`src/rtl/core/bus_frame_field_sequencer_macros.svh`:
```
// Assertion helpers for the frame sequencer.
// Each expects clk and arst_n in scope.
`ifndef BUS_FRAME_FIELD_SEQUENCER_MACROS_SVH
`define BUS_FRAME_FIELD_SEQUENCER_MACROS_SVH

// Same-cycle implication, disabled in reset.
`define BFFS_ASSERT_IMPL(label, ante, cons) \
	label: assert property (@(posedge clk) disable iff (!arst_n) (ante) |-> (cons)) \
		else $error("%m: check failed");

// Next-cycle implication, disabled in reset.
`define BFFS_ASSERT_NEXT(label, ante, cons) \
	label: assert property (@(posedge clk) disable iff (!arst_n) (ante) |=> (cons)) \
		else $error("%m: check failed");

`endif

```
`src/rtl/core/bffs_pkg.sv`:
```
package bffs_pkg;

	// Frame phase; codes equal the field type reported for that phase.
	typedef enum logic [3:0] {
		PH_IDLE = 4'd0,
		PH_ID1  = 4'd1,
		PH_ID2  = 4'd2,
		PH_INS1 = 4'd3,
		PH_INS2 = 4'd4,
		PH_DATA = 4'd5,
		PH_CRC1 = 4'd6,
		PH_CRC2 = 4'd7,
		PH_ACK  = 4'd8
	} bffs_phase_t;

	localparam logic [3:0] FT_BREAK  = 4'd0;
	localparam logic [3:0] FT_CRC2   = 4'd7;
	localparam logic       OP_BREAK  = 1'b1;
	localparam logic [7:0] ACK_OK    = 8'h7E;
	localparam logic [1:0] VER_1_0   = 2'd0;

	// error_flags bit positions
	localparam int ERR_FRAMING   = 0;
	localparam int ERR_BREAK_EXP = 1;
	localparam int ERR_MISSING   = 2;
	localparam int ERR_ACK       = 3;

	// Configuration register indexes
	localparam int             CFG_IDX_W     = 3;
	localparam logic [2:0]     CFG_VERSION   = 3'd0;
	localparam logic [2:0]     CFG_ACK_EN    = 3'd1;
	localparam logic [2:0]     CFG_ACK_TABLE = 3'd2;
	localparam logic [2:0]     CFG_NODE0     = 3'd3;
	localparam logic [2:0]     CFG_NODE3     = 3'd6;
	localparam int             NODE_WORDS    = 4;

	typedef struct packed {
		logic       op;
		logic [7:0] data_byte;
		logic       framing_error;
	} bffs_in_t;

	typedef struct packed {
		logic [3:0]  field_type;
		logic [7:0]  field_value;
		logic [6:0]  data_index;
		logic [3:0]  error_flags;
		logic        frame_start;
		logic        frame_end;
		logic [1:0]  crc_feed_count;
		logic [7:0]  crc_feed_first;
		logic [7:0]  crc_feed_second;
		logic [15:0] received_crc;
		logic        crc_compare;
	} bffs_out_t;

	typedef struct packed {
		logic [1:0]                   protocol_version;
		logic                         ack_enable;
		logic                         ack_from_table;
		logic [NODE_WORDS-1:0][63:0]  node_ack_bits;
	} bffs_cfg_t;

	typedef struct packed {
		bffs_phase_t phase;
		logic [7:0]  first_id;
		logic [7:0]  second_id;
		logic [7:0]  bytes_left;
		logic        byte_phase;
		logic [7:0]  previous_byte;
		logic [7:0]  crc_first_byte;
		logic        ack_expected;
	} bffs_state_t;

endpackage

```
`src/rtl/core/bffs_cfg_regs.sv`:
```
module bffs_cfg_regs (
	input  logic                               clk,
	input  logic                               arst_n,
	input  logic                               cfg_valid,
	input  logic [bffs_pkg::CFG_IDX_W-1:0]     cfg_index,
	input  logic [63:0]                        cfg_data,
	output bffs_pkg::bffs_cfg_t                cfg
);
	import bffs_pkg::*;

	logic [1:0] node_word;

	assign node_word = 2'(cfg_index - CFG_NODE0);

	always_ff @(posedge clk or negedge arst_n) begin
		if (!arst_n) begin
			cfg.protocol_version <= 2'd2;
			cfg.ack_enable       <= 1'b0;
			cfg.ack_from_table   <= 1'b0;
			cfg.node_ack_bits    <= '0;
		end else if (cfg_valid) begin
			case (cfg_index)
				CFG_VERSION:   cfg.protocol_version <= cfg_data[1:0];
				CFG_ACK_EN:    cfg.ack_enable       <= cfg_data[0];
				CFG_ACK_TABLE: cfg.ack_from_table   <= cfg_data[0];
				default: begin
					// node table words; anything past the list is dropped
					if (cfg_index >= CFG_NODE0 && cfg_index <= CFG_NODE3) begin
						cfg.node_ack_bits[node_word] <= cfg_data;
					end
				end
			endcase
		end
	end

endmodule

```
`src/rtl/core/bffs_step.sv`:
```
module bffs_step (
	input  bffs_pkg::bffs_cfg_t   cfg,
	input  bffs_pkg::bffs_state_t cur,
	input  bffs_pkg::bffs_in_t    item,
	output bffs_pkg::bffs_state_t nxt,
	output bffs_pkg::bffs_out_t   res
);
	import bffs_pkg::*;

	function automatic logic [2:0] pop6(input logic [5:0] v);
		logic [2:0] c;
		c = '0;
		for (int i = 0; i < 6; i++) begin
			c = c + 3'(v[i]);
		end
		return c;
	endfunction

	// Number of data bytes implied by the two IDs.
	function automatic logic [7:0] data_count(input logic [1:0] ver,
			input logic [7:0] id1, input logic [7:0] id2);
		logic [3:0] np1;
		logic [6:0] np2;
		np1 = {1'b0, id2[5:3]} + 4'd1;
		np2 = {1'b0, id2[7:2]} + 7'd1;
		if (ver[1]) begin
			return id2[1] ? 8'(np1) * 8'd6 : {3'b0, np1, 1'b0};
		end else if (!id1[0]) begin
			return 8'(pop6({3'b0, id2[4:2]})) * 8'd6;
		end else if (ver == VER_1_0) begin
			return 8'(pop6(id2[7:2])) * 8'd6;
		end else begin
			return {np2, 1'b0};
		end
	endfunction

	function automatic logic ack_wanted(input bffs_cfg_t c,
			input logic [7:0] id1, input logic [7:0] id2);
		logic [7:0] addr;
		logic       want;
		addr = c.protocol_version[1] ? id1 : {2'b0, id1[7:2]};
		want = c.ack_from_table ? c.node_ack_bits[addr[7:6]][addr[5:0]] : c.ack_enable;
		// master-to-slave only
		return want && (c.protocol_version[1] ? !id2[0] : !id1[1]);
	endfunction

	logic       is_v2;
	logic       in_frame;
	logic       feed;
	logic [7:0] b;
	logic [7:0] dc_cur;
	logic [7:0] dc_new;

	assign is_v2    = cfg.protocol_version[1];
	assign b        = item.data_byte;
	assign in_frame = (cur.phase != PH_IDLE) && (cur.phase <= PH_ACK);
	assign dc_cur   = data_count(cfg.protocol_version, cur.first_id, cur.second_id);
	assign dc_new   = data_count(cfg.protocol_version, cur.first_id, b);

	always_comb begin
		nxt  = cur;
		res  = '0;
		feed = 1'b0;
		res.error_flags[ERR_FRAMING] = item.framing_error;

		if (item.op == OP_BREAK) begin
			res.field_type               = FT_BREAK;
			res.error_flags[ERR_MISSING] = in_frame;
			res.frame_start              = 1'b1;
			nxt.phase                    = PH_ID1;
			nxt.previous_byte            = '0;
		end else if (!in_frame) begin
			res.field_type                 = FT_BREAK;
			res.field_value                = b;
			res.error_flags[ERR_BREAK_EXP] = 1'b1;
			nxt.previous_byte              = b;
		end else begin
			res.field_type  = cur.phase;
			res.field_value = b;
			case (cur.phase)
				PH_ID1: begin
					nxt.first_id   = b;
					nxt.byte_phase = 1'b0;
					feed           = 1'b1;
					nxt.phase      = PH_ID2;
				end
				PH_ID2: begin
					nxt.second_id    = b;
					nxt.bytes_left   = dc_new;
					nxt.ack_expected = ack_wanted(cfg, cur.first_id, b);
					nxt.byte_phase   = 1'b1;
					feed             = 1'b1;
					if (is_v2 && b[2]) begin
						nxt.phase = PH_INS1;
					end else begin
						nxt.phase = (dc_new == '0) ? PH_CRC1 : PH_DATA;
					end
				end
				PH_INS1: begin
					nxt.byte_phase = 1'b0;
					feed           = 1'b1;
					nxt.phase      = PH_INS2;
				end
				PH_INS2: begin
					nxt.byte_phase = 1'b1;
					feed           = 1'b1;
					nxt.phase      = (cur.bytes_left == '0) ? PH_CRC1 : PH_DATA;
				end
				PH_DATA: begin
					res.data_index = 7'(dc_cur - cur.bytes_left);
					nxt.byte_phase = !cur.byte_phase;
					feed           = 1'b1;
					if (cur.bytes_left <= 8'd1) begin
						nxt.bytes_left = '0;
						nxt.phase      = PH_CRC1;
					end else begin
						nxt.bytes_left = cur.bytes_left - 8'd1;
					end
				end
				PH_CRC1: begin
					nxt.crc_first_byte = b;
					nxt.phase          = PH_CRC2;
				end
				PH_CRC2: begin
					res.received_crc = is_v2 ? {b, cur.crc_first_byte}
					                         : {cur.crc_first_byte, b};
					res.crc_compare  = 1'b1;
					if (cur.ack_expected) begin
						nxt.phase = PH_ACK;
					end else begin
						res.frame_end = 1'b1;
						nxt.phase     = PH_IDLE;
					end
				end
				default: begin
					// ACK byte
					res.error_flags[ERR_ACK] = (b != ACK_OK);
					res.frame_end            = 1'b1;
					nxt.bytes_left           = '0;
					nxt.phase                = PH_IDLE;
				end
			endcase

			if (feed) begin
				if (is_v2) begin
					// pairs go in second byte first
					if (nxt.byte_phase) begin
						res.crc_feed_count  = 2'd2;
						res.crc_feed_first  = b;
						res.crc_feed_second = cur.previous_byte;
					end
				end else begin
					res.crc_feed_count = 2'd1;
					res.crc_feed_first = b;
				end
			end
			nxt.previous_byte = b;
		end
	end

endmodule

```
`src/rtl/core/bus_frame_field_sequencer.sv`:
```
// Bus frame field sequencer.
// in_*  : one request per line event (break or received byte plus its
//         framing-error bit), valid/ready.
// out_* : one result request per event: field type, data index, error
//         flags, frame start/end, CRC feed bytes, received CRC and strobe.
// cfg_* : register writes (index, 64-bit data); always ready, taken at once.
//         Write only while the block holds no pending request (not enforced).
// Path: an accepted request is held in the input register, then passes
//         the sequencing logic into the result register, which drives out_valid.
// Throughput: one event per cycle while out_ready allows; the frame phase and
//         ID state are updated in the same cycle the result register is loaded.
// Reset: phase idle (waiting for a break), state cleared, version 2,
//         ACK expectation off, node table clear.
// Stall: when out_ready is low the result holds; one further event
//         waits in the input register, after which in_ready drops.
`include "bus_frame_field_sequencer_macros.svh"

module bus_frame_field_sequencer (
	input  logic                               clk,
	input  logic                               arst_n,
	input  logic                               in_valid,
	output logic                               in_ready,
	input  bffs_pkg::bffs_in_t                 in_data,
	output logic                               out_valid,
	input  logic                               out_ready,
	output bffs_pkg::bffs_out_t                out_data,
	input  logic                               cfg_valid,
	output logic                               cfg_ready,
	input  logic [bffs_pkg::CFG_IDX_W-1:0]     cfg_index,
	input  logic [63:0]                        cfg_data
);
	import bffs_pkg::*;

	localparam bffs_state_t STATE_RESET = '{phase: PH_IDLE, default: '0};

	bffs_cfg_t   cfg;
	bffs_state_t state_q;
	bffs_state_t state_nxt;
	bffs_in_t    item_s1;
	logic        item_valid_s1;
	bffs_out_t   res;
	bffs_out_t   res_s2;
	logic        res_valid_s2;
	logic        advance;

	// Event moves into the result register when that slot is free or
	// being drained this cycle.
	assign advance   = item_valid_s1 && (!res_valid_s2 || out_ready);
	assign in_ready  = !item_valid_s1 || advance;
	assign cfg_ready = 1'b1;
	assign out_valid = res_valid_s2;
	assign out_data  = res_s2;

	bffs_cfg_regs u_cfg (
		.clk       (clk),
		.arst_n    (arst_n),
		.cfg_valid (cfg_valid),
		.cfg_index (cfg_index),
		.cfg_data  (cfg_data),
		.cfg       (cfg)
	);

	bffs_step u_step (
		.cfg  (cfg),
		.cur  (state_q),
		.item (item_s1),
		.nxt  (state_nxt),
		.res  (res)
	);

	// control and frame state
	always_ff @(posedge clk or negedge arst_n) begin
		if (!arst_n) begin
			item_valid_s1 <= 1'b0;
			res_valid_s2  <= 1'b0;
			state_q       <= STATE_RESET;
		end else begin
			if (in_ready) begin
				item_valid_s1 <= in_valid;
			end
			if (advance) begin
				res_valid_s2 <= 1'b1;
				state_q      <= state_nxt;
			end else if (out_ready) begin
				res_valid_s2 <= 1'b0;
			end
		end
	end

	// payload, no reset
	always_ff @(posedge clk) begin
		if (in_valid && in_ready) begin
			item_s1 <= in_data;
		end
		if (advance) begin
			res_s2 <= res;
		end
	end

	// A frame-opening result is always the break field.
	`BFFS_ASSERT_IMPL(a_start_is_break, out_valid && out_data.frame_start,
		out_data.field_type == FT_BREAK)
	// The CRC compare strobe only comes with the second CRC byte.
	`BFFS_ASSERT_IMPL(a_cmp_on_crc2, out_valid && out_data.crc_compare,
		out_data.field_type == FT_CRC2)
	// An accepted request always lands in the input register.
	`BFFS_ASSERT_NEXT(a_in_lands, in_valid && in_ready, item_valid_s1)
	// A request that advances always shows up as a result.
	`BFFS_ASSERT_NEXT(a_adv_shows, advance, out_valid)

endmodule

```
`config.mk`:
```
export PLATFORM = sky130hd
export DESIGN_NAME = bus_frame_field_sequencer
export DESIGN_NICKNAME = d
export VERILOG_FILES = /design/src/rtl/core/bffs_pkg.sv /design/src/rtl/core/bffs_cfg_regs.sv /design/src/rtl/core/bffs_step.sv /design/src/rtl/core/bus_frame_field_sequencer.sv
export VERILOG_INCLUDE_DIRS = /design/src /design/src/rtl/core
export SDC_FILE = /design/constraint.sdc
export NUM_CORES = 1
export LEC_CHECK = 0
export BUFFER_PORTS_ARGS = -buffer_cell sky130_fd_sc_hd__clkbuf_2
export CORE_MARGIN = 5
export CORE_UTILIZATION = 61
export DETAILED_ROUTE_END_ITERATION = 6
export PLACE_DENSITY = 0.79
export SYNTH_ARGS = -nofsm -noshare
export SYNTH_HDL_FRONTEND = slang
export SYNTH_SLANG_ARGS = --single-unit
```
`constraint.sdc`:
```
create_clock -name clk -period 6.25 [get_ports clk]
set_clock_uncertainty 0.15 [all_clocks]
set_input_delay 0 -clock clk [delete_from_list [all_inputs] [get_ports clk]]
set_output_delay 0 -clock clk [all_outputs]
set_load 0.02 [all_outputs]
```
==> impl_metrics.tcl <==
set metrics [dict create \
    drc 0 \
    htreeDepth 2 \
    antenna_found_initial 0 \
    p_sw_mw 3.27 \
    p_comb_share_pct 36.6 \
    setup_violations 0 \
    clk_pin_slew_ps 60 \
    clk_latency_ps 530 \
    cp_max_fo 6 \
    grt_pass1_vias 13700 \
    post_drt_wl_per_cell_um 21.7 \
    cts_tree "built" \
    rows 64 \
    cts_setup_buffers 0 \
    hold_viol_final 0 \
    ys_ff_latch 377 \
    track_usage_pct 27.0 \
    crit_arrival_ps 5230 \
    max_slew_margin_pct 25.9 \
    endpoint_kind "register" \
    root_buffer "clkbuf_16" \
    grt_first_pass_wirelength_um 74100 \
    place_ws_ps 1140 \
    synthCells 1497 \
    setup_ws_ps 1140 \
    crit_type "register to register" \
    switching_share_pct 35.6 \
    drv_slew 0 \
    fmax_mhz 196 \
    vias 13100 \
    place_hpwl_um 28300 \
    mostFrequentLayoutCells "dfrtp_1, mux2_2, clkbuf_2, nand2_1, dlygate4sd3_1" \
    die_h_um 185 \
    drtAntennaViolNets 0 \
    powerDensity_mw_per_mm2 419 \
    synthArstFlopShare_pct 81.4 \
    rsz0062_at_grt "no" \
    place_congestion 0.908 \
    start_util_pct 61.6 \
    crit_required_ps 6360 \
    vias_per_cell 6.18 \
    layout_commonest_cell "dfrtp_1" \
    hp-class "primary input to async pin" \
    p_clk_share_pct 25.9 \
    wirelength_um 45900 \
    grt_overflow 0 \
    die_area_mm2 0.0343 \
    cts_max_path_buffers 3 \
    synth_edf_count 70 \
    startpoint_type "register" \
    port-buffer-count 143 \
    yosysSeqAreaShare_pct 52.2 \
    cts.sinks 377 \
    status "completed" \
    tightestPinTransition_ps 1080 \
    p_int_mw 5.91 \
    synthFlopType "dfrtp_1" \
    dr.pass1.iters 5 \
    grt_max_degree 146 \
    nets 1824 \
    vdd.ir_drop.worst_mv 0.300 \
    areaGrowthSynthToFinish_pct 16.9 \
    synth_nets 1631 \
    period_share_pct 81.8 \
    p_leak_nw 9.51 \
    drtIter0Drc 1094 \
    p_seq_share_pct 37.5 \
    io_pins 145 \
    cts_buffers 40 \
    layout_min_cycle_time_ps 5110 \
    synth_cell_types 74 \
    drive_gt1_share_pct 32.3 \
    syn_area_per_cell_um2 12.5 \
    final.setup.tns_ps 0 \
    fp.coreArea_mm2 0.0304 \
    syn-cell-area_mm2 0.0187 \
    chipWidth_um 185 \
    synth_warnings 0 \
    timing.max_cap.violations 0 \
]
-- kinds of logic (layout without fill, tap and decap cells) --
group	count (synthesis)	in the layout	share of synthesized area [%]
simple gates	301	301	7.89
xor+xnor	27	27	1.26
flops	377	377	52.2
other cells	1	3	0.0200
fa+ha+maj	52	52	4.07
buf+inv	139	364	3.18
compound gates	227	227	8.15
mux	373	373	23.2
-- cell type report --
cell class	instances	area (um2)
flip-flops and latches	377	9790
fillers	2055	8530
multi-input cells	981	8360
repair buffers	250	1770
clock buffers	61	1180
well taps	396	495
inverters	40	150
clock inverters	13	149
diodes	2	5.00
-- worst max-delay path, stage by stage, from the launching register on --
cell and delay [ps]:
dfrtp_1 450, inv_1 90, fa_1 600, inv_1 120
fa_1 450, ha_1 200, fa_1 370, xor2_1 340
inv_1 110, fa_1 510, o21ai_0 70, a211oi_1 240
a21oi_1 80, ha_1 350, a21oi_1 250, o21bai_1 110
a21oi_1 180, xnor2_1 130, nor2_1 50
-- power by group through the flow --
stage | registers (mW) | logic [mW] | clock network [mW]
after CTS | 3.43 | 3.35 | 2.41
after detailed placement | 3.47 | 3.28 | 0
final | 3.44 | 3.36 | 2.37
after global routing | 3.50 | 3.71 | 2.51
after floorplan | 3.34 | 2.51 | 0
after global placement | 3.43 | 3.19 | 0
-- Yosys cell counts (16+ instances only) --
library cell	count	area [um2]
dfrtp_1	306	7660
mux2_2	304	3420
nand2_1	108	405
edfxtp_1	70	2100
o21ai_0	56	280
clkbuf_1	55	206
mux2i_1	50	500
nor2_1	50	188
a21oi_1	42	210
inv_1	40	150
ha_1	37	463
buf_2	29	145
nor3_1	26	130
and2_1	22	138
a211oi_1	20	150
mux4_2	16	360
xnor2_1	16	140
-- what timing repair did --
item	4_1_cts	5_1_grt
endpoints found under the hold margin	369	0
hold buffers	86	0
resized for setup	0	0
setup endpoints to repair	0	0
-- worst paths after layout --
kind | start | end | slack [ps] | cells past startpoint
worst min register to register | item_s1[0]$_DFFE_PP_ | out_data[37]$_DFFE_PP_ | 290 | 0
worst max-delay path | state_q[28]$_DFFE_PN0P_ | out_data[47]$_SDFFCE_PP0P_ | 1140 | 18
max in group asynchronous | arst_n | u_cfg.cfg[185]$_DFFE_PN0P_ | 5100 | 3
worst min-delay path | arst_n | state_q[33]$_DFFE_PN0P_ | 7 | 3
worst max register to register | state_q[28]$_DFFE_PN0P_ | out_data[47]$_SDFFCE_PP0P_ | 1140 | 18
min in group clk | in_data[1] | item_s1[1]$_DFFE_PP_ | 40 | 2
-- sequential cells by signal (all words and copies together), names as in the netlist --
signal and flops:
u_cfg.cfg 260, out_valid 1, item_s1 10, state_q 45, out_data 60, item_valid_s1 1
-- routing by layer --
layer,share of wire (%),up-vias,global-route usage [%]
li1,-,5847,-
met1,41,6696,35.4
met2,50,440,46.5
met3,5.5,110,4.16
met4,3.0,0,8.90
met5,0,-,0
-- metrics by stage --
stage                     power, mW  hold slack (ps)  instances  utilization [%]  cell area, um2
after CTS                      9.18             15.8       2118             72.0           21900
after global placement         6.61            -86.3       1958             64.7           19700
after global routing           9.72             38.6       2118             72.0           21900
final                          9.18             6.63       2120             72.0           21900
after detailed placement       6.74            -84.0       1958             64.7           19700
after floorplan                5.85             -446       1497                -           18700
(Power assumes the default switching activity.)
